$ cat src/hw/rtl/bfs_shortest_hop_count_defines.svh
// Assertion macros shared by the shortest-hop-count RTL.
// Depends on nothing; included by the modules that carry assertions.
`ifndef BFS_SHORTEST_HOP_COUNT_DEFINES_SVH
`define BFS_SHORTEST_HOP_COUNT_DEFINES_SVH

// condition must hold at every clock edge outside reset
`define BFS_ASSERT_ALWAYS(LBL, CLK, RSTN, COND, MSG) \
	LBL: assert property (@(posedge CLK) disable iff (!RSTN) (COND)) else $error(MSG);

// consequent must hold in the same cycle as the antecedent
`define BFS_ASSERT_SAME(LBL, CLK, RSTN, ANTE, CONS, MSG) \
	LBL: assert property (@(posedge CLK) disable iff (!RSTN) (ANTE) |-> (CONS)) else $error(MSG);

// consequent must hold in the cycle after the antecedent
`define BFS_ASSERT_NEXT(LBL, CLK, RSTN, ANTE, CONS, MSG) \
	LBL: assert property (@(posedge CLK) disable iff (!RSTN) (ANTE) |=> (CONS)) else $error(MSG);

`endif

$ cat src/hw/rtl/bfs_pkg.sv
// Shared types and codes for the shortest-hop-count block.
// No dependencies; imported by bfs_tab, bfs_eng and the top level.
`default_nettype none

package bfs_pkg;

	// width of node ids and hop counts on the ports
	localparam int ID_W      = 6;
	localparam int HOP_LIMIT = 63;

	// request codes
	localparam logic REQ_WRITE = 1'b0;
	localparam logic REQ_QUERY = 1'b1;

	// one passage slot of the adjacency table
	typedef struct packed {
		logic [ID_W-1:0] dest;
		logic            present;
		logic            is_open;
	} entry_t;

	// query request handed to the search engine
	typedef struct packed {
		logic            go;
		logic [ID_W-1:0] start;
		logic [ID_W-1:0] goal;
	} eng_req_t;

	// result handed back by the search engine
	typedef struct packed {
		logic            done;
		logic [ID_W-1:0] hops;
		logic            reach;
	} eng_res_t;

	// search sequencer states
	typedef enum logic [2:0] {
		ST_IDLE,
		ST_CLEAR,
		ST_POP,
		ST_BASE,
		ST_RDTAB,
		ST_RDVIS,
		ST_EVAL,
		ST_FIN
	} eng_state_t;

endpackage

`default_nettype wire

$ cat src/hw/rtl/bfs_tab.sv
// Passage table: one write port, one registered read port, clearing sweep after reset.
// Depends on bfs_pkg (entry_t).
`default_nettype none

module bfs_tab #(
	parameter int MAX_NODES      = 64,
	parameter int SLOTS_PER_NODE = 4,
	parameter int TAB_W          = $clog2(MAX_NODES * SLOTS_PER_NODE)
) (
	input  logic                 clk,
	input  logic                 arst_n,
	output logic                 clearing,
	input  logic                 wr_en,
	input  logic [TAB_W-1:0]     wr_addr,
	input  bfs_pkg::entry_t      wr_data,
	input  logic                 rd_en,
	input  logic [TAB_W-1:0]     rd_addr,
	output bfs_pkg::entry_t      rd_data
);
	import bfs_pkg::*;

	localparam int DEPTH = MAX_NODES * SLOTS_PER_NODE;

	entry_t             mem [DEPTH];
	entry_t             rd_data_q;
	logic               clearing_q;
	logic [TAB_W-1:0]   clr_addr_q;

	// clearing sweep: one slot per cycle after reset
	always_ff @(posedge clk or negedge arst_n) begin
		if (!arst_n) begin
			clearing_q <= 1'b1;
			clr_addr_q <= '0;
		end else if (clearing_q) begin
			if (clr_addr_q == TAB_W'(DEPTH - 1)) begin
				clearing_q <= 1'b0;
			end else begin
				clr_addr_q <= clr_addr_q + 1'b1;
			end
		end
	end

	// storage
	always_ff @(posedge clk) begin
		if (clearing_q) begin
			mem[clr_addr_q] <= '0;
		end else if (wr_en) begin
			mem[wr_addr] <= wr_data;
		end
		if (rd_en) begin
			rd_data_q <= mem[rd_addr];
		end
	end

	assign clearing = clearing_q;
	assign rd_data  = rd_data_q;

endmodule

`default_nettype wire

$ cat src/hw/rtl/bfs_eng.sv
// Breadth-first search engine: sequencer, visited marks and frontier queue.
// Depends on bfs_pkg; reads the passage table held in bfs_tab.
`default_nettype none
`include "bfs_shortest_hop_count_defines.svh"

module bfs_eng #(
	parameter int MAX_NODES      = 64,
	parameter int SLOTS_PER_NODE = 4,
	parameter int NODE_W         = $clog2(MAX_NODES),
	parameter int TAB_W          = $clog2(MAX_NODES * SLOTS_PER_NODE)
) (
	input  logic               clk,
	input  logic               arst_n,
	input  bfs_pkg::eng_req_t  req,
	input  logic               res_room,
	output logic               idle,
	output logic               tab_rd_en,
	output logic [TAB_W-1:0]   tab_rd_addr,
	input  bfs_pkg::entry_t    tab_rd_data,
	output bfs_pkg::eng_res_t  res
);
	import bfs_pkg::*;

	localparam int SLOT_W = (SLOTS_PER_NODE > 1) ? $clog2(SLOTS_PER_NODE) : 1;
	localparam int CNT_W  = NODE_W + 1;
	localparam int QE_W   = 2 * NODE_W;

	eng_state_t          state_q, state_d;
	logic [NODE_W-1:0]   start_q, goal_q, clr_q, u_hop_q;
	logic [CNT_W-1:0]    head_q, tail_q;
	logic [TAB_W-1:0]    addr_q;
	logic [SLOT_W-1:0]   slot_q;
	logic [ID_W-1:0]     hops_q;
	logic                reach_q;

	// visited marks and frontier queue (node, hop)
	logic                vis_mem [MAX_NODES];
	logic                vis_rd_q;
	logic [QE_W-1:0]     q_mem [MAX_NODES];
	logic [QE_W-1:0]     q_rd_q;

	logic                req_ok, req_same, usable, last_slot, q_empty, clr_last, is_goal;
	logic                fresh;
	logic [NODE_W-1:0]   dest_n, new_hop;
	logic [ID_W-1:0]     hop_sat;
	logic                vis_we, vis_wd, vis_re;
	logic [NODE_W-1:0]   vis_wa;
	logic                q_we, q_re;
	logic [NODE_W-1:0]   q_wa;
	logic [QE_W-1:0]     q_wd;

	// decode of the current step
	always_comb begin
		req_ok    = (32'(req.start) < MAX_NODES) && (32'(req.goal) < MAX_NODES);
		req_same  = req.start == req.goal;
		usable    = tab_rd_data.present && tab_rd_data.is_open &&
			(32'(tab_rd_data.dest) < MAX_NODES);
		dest_n    = NODE_W'(tab_rd_data.dest);
		new_hop   = u_hop_q + 1'b1;
		hop_sat   = (32'(new_hop) > HOP_LIMIT) ? ID_W'(HOP_LIMIT) : ID_W'(new_hop);
		last_slot = slot_q == SLOT_W'(SLOTS_PER_NODE - 1);
		q_empty   = head_q == tail_q;
		clr_last  = clr_q == NODE_W'(MAX_NODES - 1);
		is_goal   = dest_n == goal_q;
		fresh     = !vis_rd_q;
	end

	// next state
	always_comb begin
		state_d = state_q;
		case (state_q)
			ST_IDLE: begin
				if (req.go) begin
					state_d = (!req_ok || req_same) ? ST_FIN : ST_CLEAR;
				end
			end
			ST_CLEAR: begin
				if (clr_last) state_d = ST_POP;
			end
			ST_POP: begin
				state_d = q_empty ? ST_FIN : ST_BASE;
			end
			ST_BASE: state_d = ST_RDTAB;
			ST_RDTAB: state_d = ST_RDVIS;
			ST_RDVIS: begin
				if (usable) state_d = ST_EVAL;
				else if (last_slot) state_d = ST_POP;
				else state_d = ST_RDTAB;
			end
			ST_EVAL: begin
				if (fresh && is_goal) state_d = ST_FIN;
				else if (last_slot) state_d = ST_POP;
				else state_d = ST_RDTAB;
			end
			ST_FIN: begin
				if (res_room) state_d = ST_IDLE;
			end
			default: state_d = ST_IDLE;
		endcase
	end

	// memory strobes and handshake outputs
	always_comb begin
		idle        = state_q == ST_IDLE;
		tab_rd_en   = state_q == ST_RDTAB;
		tab_rd_addr = addr_q;
		vis_we      = 1'b0;
		vis_wa      = clr_q;
		vis_wd      = 1'b0;
		vis_re      = state_q == ST_RDVIS;
		q_we        = 1'b0;
		q_wa        = '0;
		q_wd        = {start_q, NODE_W'(0)};
		q_re        = state_q == ST_POP;
		res.done    = (state_q == ST_FIN) && res_room;
		res.hops    = hops_q;
		res.reach   = reach_q;
		case (state_q)
			ST_CLEAR: begin
				// start node counts as visited from the outset
				vis_we = 1'b1;
				vis_wd = clr_q == start_q;
				q_we   = clr_q == '0;
			end
			ST_EVAL: begin
				vis_we = fresh;
				vis_wa = dest_n;
				vis_wd = 1'b1;
				q_we   = fresh && !is_goal && (32'(tail_q) < MAX_NODES);
				q_wa   = tail_q[NODE_W-1:0];
				q_wd   = {dest_n, new_hop};
			end
			default: begin
			end
		endcase
	end

	// memories
	always_ff @(posedge clk) begin
		if (vis_we) vis_mem[vis_wa] <= vis_wd;
		if (vis_re) vis_rd_q <= vis_mem[dest_n];
		if (q_we) q_mem[q_wa] <= q_wd;
		if (q_re) q_rd_q <= q_mem[head_q[NODE_W-1:0]];
	end

	// sequencer and working registers
	always_ff @(posedge clk or negedge arst_n) begin
		if (!arst_n) begin
			state_q <= ST_IDLE;
			start_q <= '0;
			goal_q  <= '0;
			clr_q   <= '0;
			u_hop_q <= '0;
			head_q  <= '0;
			tail_q  <= '0;
			addr_q  <= '0;
			slot_q  <= '0;
			hops_q  <= '0;
			reach_q <= 1'b0;
		end else begin
			state_q <= state_d;
			case (state_q)
				ST_IDLE: begin
					if (req.go) begin
						start_q <= NODE_W'(req.start);
						goal_q  <= NODE_W'(req.goal);
						clr_q   <= '0;
						head_q  <= '0;
						tail_q  <= CNT_W'(1);
						hops_q  <= '0;
						reach_q <= req_ok && req_same;
					end
				end
				ST_CLEAR: clr_q <= clr_q + 1'b1;
				ST_POP: begin
					if (!q_empty) head_q <= head_q + 1'b1;
				end
				ST_BASE: begin
					u_hop_q <= q_rd_q[NODE_W-1:0];
					addr_q  <= TAB_W'(32'(q_rd_q[QE_W-1:NODE_W]) * SLOTS_PER_NODE);
					slot_q  <= '0;
				end
				ST_RDVIS: begin
					if (!usable && !last_slot) begin
						slot_q <= slot_q + 1'b1;
						addr_q <= addr_q + 1'b1;
					end
				end
				ST_EVAL: begin
					if (fresh && is_goal) begin
						hops_q  <= hop_sat;
						reach_q <= 1'b1;
					end else if (fresh && (32'(tail_q) < MAX_NODES)) begin
						tail_q <= tail_q + 1'b1;
					end
					if (!last_slot) begin
						slot_q <= slot_q + 1'b1;
						addr_q <= addr_q + 1'b1;
					end
				end
				default: begin
				end
			endcase
		end
	end

	// checks
	`BFS_ASSERT_ALWAYS(a_head_le_tail, clk, arst_n, head_q <= tail_q, "queue head passed tail")
	`BFS_ASSERT_ALWAYS(a_tail_bound, clk, arst_n, 32'(tail_q) <= MAX_NODES, "queue overfilled")
	`BFS_ASSERT_NEXT(a_done_idle, clk, arst_n, res.done, state_q == ST_IDLE, "no idle after result")
	`BFS_ASSERT_NEXT(a_goal_found, clk, arst_n, (state_q == ST_EVAL) && fresh && is_goal, (state_q == ST_FIN) && reach_q, "goal hit not reported")

endmodule

`default_nettype wire

$ cat src/hw/rtl/bfs_shortest_hop_count.sv
// Shortest hop count by breadth-first search. A write request (req_type 0) sets one
// passage slot; out-of-range node or slot writes are dropped. A query (req_type 1)
// returns one result: hop_count and reachable. Start equal to goal, or start/goal
// out of range, answers without a search. A full search first clears the visited
// marks, then for each node taken off the frontier reads each of its slots from the
// passage table and then the visited mark of its destination, and evaluates each
// usable slot; the pace is set by the single read port of the passage table and of
// the visited marks. in_ready stays low during a query. After reset the table is
// cleared one slot per cycle before the first request is taken. A result waits in
// the output register while writes are still accepted. Depends on bfs_pkg, bfs_tab
// and bfs_eng.
`default_nettype none

module bfs_shortest_hop_count #(
	parameter int MAX_NODES      = 64,
	parameter int SLOTS_PER_NODE = 4
) (
	input  logic                       clk,
	input  logic                       arst_n,
	input  logic                       in_valid,
	output logic                       in_ready,
	input  logic                       req_type,
	input  logic [bfs_pkg::ID_W-1:0]   node_index,
	input  logic [1:0]                 slot_index,
	input  logic [bfs_pkg::ID_W-1:0]   neighbour_node,
	input  logic                       passage_present,
	input  logic                       passage_open,
	input  logic [bfs_pkg::ID_W-1:0]   start_node,
	input  logic [bfs_pkg::ID_W-1:0]   goal_node,
	output logic                       out_valid,
	input  logic                       out_ready,
	output logic [bfs_pkg::ID_W-1:0]   hop_count,
	output logic                       reachable
);
	import bfs_pkg::*;

	localparam int NODE_W = $clog2(MAX_NODES);
	localparam int TAB_W  = $clog2(MAX_NODES * SLOTS_PER_NODE);

	logic              tab_clearing, eng_idle, accept, res_room;
	logic              tab_wr_en, tab_rd_en;
	logic [TAB_W-1:0]  tab_wr_addr, tab_rd_addr;
	entry_t            tab_wr_data, tab_rd_data;
	eng_req_t          eng_req;
	eng_res_t          eng_res;
	logic              out_valid_q, reachable_q;
	logic [ID_W-1:0]   hop_count_q;

	// request decode
	always_comb begin
		in_ready    = !tab_clearing && eng_idle;
		accept      = in_valid && in_ready;
		tab_wr_en   = accept && (req_type == REQ_WRITE) &&
			(32'(node_index) < MAX_NODES) && (32'(slot_index) < SLOTS_PER_NODE);
		tab_wr_addr = TAB_W'(32'(node_index) * SLOTS_PER_NODE + 32'(slot_index));
		tab_wr_data.dest    = neighbour_node;
		tab_wr_data.present = passage_present;
		tab_wr_data.is_open = passage_open;
		eng_req.go    = accept && (req_type == REQ_QUERY);
		eng_req.start = start_node;
		eng_req.goal  = goal_node;
		res_room      = !out_valid_q || out_ready;
	end

	bfs_tab #(
		.MAX_NODES      (MAX_NODES),
		.SLOTS_PER_NODE (SLOTS_PER_NODE),
		.TAB_W          (TAB_W)
	) u_tab (
		.clk      (clk),
		.arst_n   (arst_n),
		.clearing (tab_clearing),
		.wr_en    (tab_wr_en),
		.wr_addr  (tab_wr_addr),
		.wr_data  (tab_wr_data),
		.rd_en    (tab_rd_en),
		.rd_addr  (tab_rd_addr),
		.rd_data  (tab_rd_data)
	);

	bfs_eng #(
		.MAX_NODES      (MAX_NODES),
		.SLOTS_PER_NODE (SLOTS_PER_NODE),
		.NODE_W         (NODE_W),
		.TAB_W          (TAB_W)
	) u_eng (
		.clk         (clk),
		.arst_n      (arst_n),
		.req         (eng_req),
		.res_room    (res_room),
		.idle        (eng_idle),
		.tab_rd_en   (tab_rd_en),
		.tab_rd_addr (tab_rd_addr),
		.tab_rd_data (tab_rd_data),
		.res         (eng_res)
	);

	// output register: valid flag
	always_ff @(posedge clk or negedge arst_n) begin
		if (!arst_n) begin
			out_valid_q <= 1'b0;
		end else if (eng_res.done) begin
			out_valid_q <= 1'b1;
		end else if (out_ready) begin
			out_valid_q <= 1'b0;
		end
	end

	// output register: payload
	always_ff @(posedge clk) begin
		if (eng_res.done) begin
			hop_count_q <= eng_res.hops;
			reachable_q <= eng_res.reach;
		end
	end

	assign out_valid = out_valid_q;
	assign hop_count = hop_count_q;
	assign reachable = reachable_q;

endmodule

`default_nettype wire
$ cat config.mk
export PLATFORM = sky130hd
export DESIGN_NAME = bfs_shortest_hop_count
export DESIGN_NICKNAME = d
export VERILOG_FILES = /design/src/hw/rtl/bfs_pkg.sv /design/src/hw/rtl/bfs_tab.sv /design/src/hw/rtl/bfs_eng.sv /design/src/hw/rtl/bfs_shortest_hop_count.sv
export VERILOG_INCLUDE_DIRS = /design/src /design/src/hw/rtl
export SDC_FILE = /design/constraint.sdc
export NUM_CORES = 2
export LEC_CHECK = 0
export BUFFER_PORTS_ARGS = -buffer_cell sky130_fd_sc_hd__buf_2
export CAP_MARGIN = 15
export CORE_AREA = 5 5 517 519
export CTS_BUF_LIST = sky130_fd_sc_hd__clkbuf_4 sky130_fd_sc_hd__clkbuf_8 sky130_fd_sc_hd__clkbuf_16
export DETAILED_ROUTE_END_ITERATION = 8
export DIE_AREA = 0 0 522 524
export GPL_TIMING_DRIVEN = 0
export RECOVER_POWER = 25
export SYNTH_ARGS = -nofsm -noshare
export SYNTH_HDL_FRONTEND = slang
export SYNTH_HIERARCHICAL = 1
export SYNTH_SLANG_ARGS = --single-unit
export TNS_END_PERCENT = 30
$ cat constraint.sdc
create_clock -name clk -period 14.3 [get_ports clk]
set_input_delay 0.715 -clock clk [delete_from_list [all_inputs] [get_ports clk]]
set_output_delay 0.715 -clock clk [all_outputs]
set_load 0.02 [all_outputs]
# After elaboration in Yosys (flattened, before gate mapping)

Memory sizes are Yosys's and may differ from the RTL's. A register that Yosys moved wholly into a read port is not among the register bits.
Index checks and enable logic that the tools add are counted.

Magnitude comparators: 1
Reductions and logical operators: 34
Equality and inequality tests: 23
Add/sub/neg operators: 8
Bitwise operators: 2
Mux-type cells: 51

Operators with widths:

| operator            | count |
|---|---|
| $mux 7              | 5 |
| $mux 8              | 4 |
| $pmux 7 s2          | 2 |
| $mux 3              | 8 |
| $mux 6              | 4 |
| $pmux 3 s8          | 1 |
| $pmux 6 s2          | 2 |
| $pmux 8 s3          | 1 |
| $eq 6x6->1          | 3 |
| $add 8x1->8 const B | 2 |
| $mux 1              | 16 |
| $add 7x1->7 const B | 2 |
| $add 6x1->6 const B | 2 |
| $eq 3x3->1 const B  | 4 |
| $mux 12             | 1 |
| $reduce_and 3->1    | 4 |
| $logic_and 1x1->1   | 11 |
| $ne 2x1->1 const B  | 5 |
| $add 8x2->8         | 1 |
| $eq 8x8->1 const B  | 1 |
| $ne 2x2->1 const B  | 4 |
| $pmux 1 s2          | 4 |
| $reduce_bool 2->1   | 4 |
| $reduce_or 8->1     | 1 |
| other kinds (17)    | 27 |

Register bits: 75
Memories: 3
Logic and storage cells: 138
RAM bits: 2880
Output and inout port bits: 9

Memories:

| memory        | words | width | read ports | clocked after Yosys merged registers in | wr ports | RTL line      | text |
|---|---|---|---|---|---|---|---|
| u_tab.mem     | 256   | 8     | 1          | 1                                       | 1        | bfs_tab.sv:24 | `entry_t mem [DEPTH];` |
| u_eng.q_mem   | 64    | 12    | 1          | 1                                       | 1        | bfs_eng.sv:39 | `logic [QE_W-1:0] q_mem [MAX_NODES];` |
| u_eng.vis_mem | 64    | 1     | 1          | 1                                       | 1        | bfs_eng.sv:37 | `logic vis_mem [MAX_NODES];` |

# Longest topological paths before layout

Depth in word-level cells: 9
Gate-level depth with buffers: 13

# By module

The synthesis kept the hierarchy.

By module, submodules not included:

| module                 | instances | cells each | area each (µm²) | sequential area each (µm²) |
|---|---|---|---|---|
| bfs_tab                | 1         | 3902       | 80543.5         | 61965.7 |
| bfs_eng                | 1         | 1935       | 36351.1         | 26825.7 |
| bfs_shortest_hop_count | 1         | 13         | 276.5           | 235.2 |

# Worst setup path before layout

Ideal clock, no wire load.

Path type: reg-to-reg
From: register u_eng.state_q[1]
To: memory u_tab/mem[0][0] (netlist bit), data pin
Path slack: 8.126 ns
Cell stages (with the launch flop): 10
Arrival: 5.304 ns
Library setup time: 0.870 ns
Cell sequence: dfrtp_1 -> clkbuf_1 -> or3_1 -> inv_1 -> nor2b_4 -> and3b_1 -> nor2b_1 -> clkbuf_1 -> clkbuf_1 -> and2_1

Cells in the longest elaborated chain, start to end: 9

RTL lines:

| element                          | RTL line                     | text |
|---|---|---|
| from (decl)                      | bfs_eng.sv:28                | `eng_state_t state_q, state_d;` |
| from (signal assigned)           | bfs_eng.sv:161               | `state_q <= state_d;` |
| $logic_not 3->1                  | bfs_eng.sv:104               | `idle = state_q == ST_IDLE;` |
| via eng_idle                     | bfs_shortest_hop_count.sv:40 | `logic tab_clearing, eng_idle, accept, res_room;` |
| $logic_and 1x1->1                | bfs_shortest_hop_count.sv:51 | `in_ready = !tab_clearing && eng_idle;` |
| via in_ready                     | bfs_shortest_hop_count.sv:21 | `output logic in_ready,` |
| $logic_and 1x1->1                | bfs_shortest_hop_count.sv:52 | `accept = in_valid && in_ready;` |
| $logic_and 1x1->1                | bfs_shortest_hop_count.sv:53 | `tab_wr_en = accept && (req_type == REQ_WRITE) &&` |
| via tab_wr_en                    | bfs_shortest_hop_count.sv:41 | `logic tab_wr_en, tab_rd_en;` |
| $mux 1                           | bfs_tab.sv:47                | `end else if (wr_en) begin` |
| $mux 1                           | bfs_tab.sv:45                | `if (clearing_q) begin` |
| $mux 1 (not written as such)     | bfs_tab.sv:48                | `mem[wr_addr] <= wr_data;` |
| $reduce_or 8->1 (no source line) | n/a                          |  |
| $mux 8 (no source line)          | n/a                          |  |
| to (decl)                        | bfs_tab.sv:24                |  |

The timed path passes the listed nets, and every way through them passes these cells.

# Final worst setup path

From: register u_eng.state_q[1]
To: memory u_tab/mem[63][6] (netlist bit) (enable)

Cells in the longest elaborated chain, start to end: 9
Elaborated cells between the ends (all ways): 10
Those cells by class: 5 x mux; 5 x reduce/logical

RTL lines:

| element                                                  | RTL line |
|---|---|
| $logic_not 3->1 (*)                                      | bfs_eng.sv:104 |
| via eng_idle                                             | bfs_shortest_hop_count.sv:40 |
| $logic_and 1x1->1 (*)                                    | bfs_shortest_hop_count.sv:51 |
| $logic_and 1x1->1 (*)                                    | bfs_shortest_hop_count.sv:52 |
| $logic_and 1x1->1 (*)                                    | bfs_shortest_hop_count.sv:53 |
| via tab_wr_en                                            | bfs_shortest_hop_count.sv:41 |
| $mux 1 (*)                                               | bfs_tab.sv:47 |
| $mux 1 (*)                                               | bfs_tab.sv:45 |
| $mux 1 (not written as such) (*)                         | bfs_tab.sv:48 |
| $reduce_or 8->1 (no source line)                         | n/a |
| $mux 8 (no source line) / $mux 1 (equally long branches) | n/a |

The timed path passes the listed nets; every way through them passes the cells marked *.

==> out/results.tsv <==
stage	metric	value	unit
outcome	status	complete, but fails checks	
outcome	failing checks	max-capacitance violations, max-slew violations	
critical_path	Crit Path Max Fanout	11	
drt	WL final	376000	um
layout	share of layout cells above drive strength 1	22.4	%
critical_path	critical path launch point	u_eng/state_q[1]$_DFFE_PN0P_	
timing	hold_ws	92.6	ps
critical_path	Crit path arrival time	6690	ps
clocking	CTS tree	yes	
global_route	met2 Resource Use GR	41.8	%
timing	RSZ-0062 raised after global routing	no	
global_route	vias in the first global route	62000	
yosys	Yosys cell types	76	
die	effective utilization at floorplan	44.8	%
critical_path	CP Class	reg -> reg	
timing	Final Critical Period	6220	ps
global_route	wire length of the first global-routing pass	511000	um
yosys	Top FF cell, synth	edfxtp_1	
global_route	Most Crowded Layer GR	met2	
critical_path	Reg2Reg Setup Slack	8080	ps
yosys	Syn Nets	5891	
critical_path	R2R Path End	u_tab/mem[63][6]$_DFFE_PP_	
critical_path	R2R Path Start	u_eng/state_q[1]$_DFFE_PN0P_	
clocking	H-tree Lvls	5	
clocking	Max clock buf depth	4	
clocking	post_cts resized	0	
critical_path	end point of the critical path	u_tab/mem[63][6]$_DFFE_PP_	
yosys	top area cells in the synthesized netlist	edfxtp_1, mux4_2, mux2i_1	
timing	Fin. Hold Viols	0	
power_and_ir_drop	VDD IR max	0.119	mV
die	Core ar.	0.262	mm^2
die	DIE WIDTH	522	um
power_and_ir_drop	PD cells	190	mW/mm^2
die	Ports	42	
global_route	initial antenna violation count	21	
layout	# fillers	20900	
clocking	Worst-Skew Late Latency	880	ps
yosys	cell area after synthesis	0.117	mm^2
placed_design	# port buffers	41	
clocking	clk root buf	clkbuf_16	
yosys	Post-synth EDFFs	2908	
clocking	Post-CTS Setup Bufs	0	
drt	DR WL/cell	37.2	um
timing	Peak Freq	161	MHz
yosys	YS warnings	6	
clocking	Num CTS Buffers	312	
die	Die Y-Extent	524	um
yosys	Seq cells post-synth	2976	
yosys	Synth top area share	74.5	%
critical_path	r2r worst-path depth	13	
power_and_ir_drop	static leakage	45.8	nW
yosys	Gate Count Post-Synth	5850	
global_route	pin count of the biggest net entering global routing	87	
global_route	M1 GR Usage	36.0	%
clocking	Clock Sinks	2976	
global_route	Congestion Overflow GR	0	
critical_path	Crit. End Element	flip-flop	
timing	worst setup margin	8080	ps
critical_path	CP Launch Type	flip-flop	
layout	Cell Count, Final, Fillers Out	10100	
drt	1st-iter DRT viols	10200	
hold_path	Hold Crit Class	in -> reg	
die	row count	188	
placed_design	gpl congestion	0.974	
timing	Worst slew margin	-107	%
clocking	hold_buf cts	1	
timing	clk_skew	54.4	ps
drt	Detail Route Antenna Nets	0	
layout	Finished Cell Area	0.133	mm^2
layout	Final #Nets	6374	
yosys	asr flop ratio synth	2.28	%
layout	area delta synth->final	13.8	%
drt	DRC viols	0	
timing	setup tns final	0	ps
timing	# setup viols final	0	
yosys	Synth area leader	edfxtp_1	
global_route	all-layer global routing usage	27.1	%
timing	Slew Viols, Final	715	
global_route	M3 GR Usage	6.27	%
critical_path	Crit path required time	14770	ps
placed_design	DP HPWL	255000	um
die	Die Area	0.274	mm^2
timing	Final period util	43.5	%
placed_design	Area after DPL	0.124	mm^2
placed_design	DP Worst Slack	8470	ps
hold_path	min-delay src	goal_node[1]	
drt	vias after detailed routing	64400	
timing	Slew @ Worst Pin	3110	ps
drt	first-pass iteration count of the detailed router	8	
yosys	register area share after synthesis	76.0	%
flow_run	max_cap viols	21	
placed_design	Placed Cells	9523	
drt	Vias/cell	6.37	
yosys	synthesized area per cell	20.0	um^2
clocking	clock-pin slew on the worst setup and hold paths	60	ps
layer usage:
layer | up-vias | wire (um)
met2 | 4213 | 172000
met4 | 4 | 25100
met5 | - | 27
met1 | 34200 | 138000
met3 | 866 | 40600
li1 | 25100 | -
Yosys cell counts, types with 15 or more instances:
cell and n:
a211oi_1 24, a21oi_1 115, a221oi_1 37, a22o_1 34
a22oi_1 131, and2_1 28, buf_1 15, buf_2 86
buf_4 30, buf_6 44, clkbuf_1 143, dfrtp_1 67
edfxtp_1 2908, inv_1 16, mux2_2 27, mux2i_1 240
mux4_1 18, mux4_2 613, nand2_1 187, nand2b_1 44
nand3_1 73, nand3b_1 25, nor2_1 461, nor2b_1 24
nor3_1 41, nor4_1 15, o21ai_0 81, o221ai_1 46
o22ai_1 50, xnor2_1 27, xor2_1 18
logic make-up after synthesis:
family,after synthesis,share of synthesized area [%]
XOR/XNOR,45,0.336
buffers and inverters,355,1.83
AO/OA/AOI/OAI,614,3.62
AND/OR/NAND/NOR,954,3.66
multiplexers,898,14.5
adder cells (fa/ha/maj),8,0.0854
flip-flops,2976,76.0
where the power goes:
part,leakage (nW),switching (W),internal (W),total (W)
clock,4.96,0.00335,0.00460,0.00794
combinational,9.47,0.00506,0.00222,0.00728
sequential,31.3,0.000114,0.00997,0.0101
total,45.8,0.00852,0.0168,0.0253
critical path, stage by stage (launching register included):
cell      delay (ps)
dfrtp_1          410
clkbuf_1         230
or3_1            450
inv_1            130
nor2b_1          240
and3b_1          550
nor2b_1          200
clkbuf_1         300
clkbuf_1         380
nand3_1          120
o21ai_1          490
nand3_1          620
clkbuf_2         750
nor2_1           940
registers in the layout (all words and copies together) (netlist names), 3 cells and up:
register and flops:
u_tab/mem 2048, u_eng/q_mem 768, u_eng/vis_mem 64, u_eng/q_rd_q 12, u_eng/tab_rd_addr 8, u_tab/clr_addr_q 8, u_tab/rd_data 8, u_eng/head_q 7
u_eng/tail_q 7, hop_count 6, u_eng/clr_q 6, u_eng/goal_q 6, u_eng/hops_q 6, u_eng/start_q 6, u_eng/u_hop_q 6, u_eng/state_q 3
through the flow:
| stage | total power, W | utilization [%] |
|---|---|---|
| floorplan | 0.0140 | - |
| global placement | 0.0174 | 46.6 |
| detailed placement | 0.0175 | 47.3 |
| CTS | 0.0253 | 51.1 |
| global route | 0.0259 | 51.0 |
| finish | 0.0253 | 51.0 |
cell usage in the layout (no fill, tap or decap), types with 66 or more instances in the layout:
cell type,n
buf_6,66
a22oi_1,131
mux2i_1,240
mux4_2,613
clkinv_1,69
nor2_1,459
nand2_1,187
clkbuf_1,182
a21oi_1,115
edfxtp_1,2908
dfrtp_1,67
o21ai_0,82
nand3_1,73
clkbuf_16,318
buf_2,116
worst min-delay path by stage:
stage                                              to  slack (ps)  cells after the start
after floorplan                 out_valid$_DFFE_PN0P_         420                      0
after global placement         hop_count[3]$_DFFE_PP_         430                      0
after detailed placement       hop_count[4]$_DFFE_PP_         430                      0
after CTS                 u_eng/goal_q[1]$_DFFE_PN0P_          40                      3
after global routing      u_eng/goal_q[5]$_DFFE_PN0P_          80                      3
final                     u_eng/goal_q[1]$_DFFE_PN0P_          90                      3
area by class of cell:
class / instances / area (um^2) / share of cell area, %
clock inverters: 171 / 1480 / 1.11
multi-input cells: 2519 / 26100 / 19.5
plain buffers: 339 / 2100 / 1.57
diodes: 20 / 50.0 / 0.0375
inverters: 16 / 60.1 / 0.0450
well taps: 3515 / 4400 / 3.30
clock buffers: 380 / 8450 / 6.34
repair buffers: 169 / 1760 / 1.32
flip-flops and latches: 2976 / 89000 / 66.7
(Power assumes the default switching activity.)
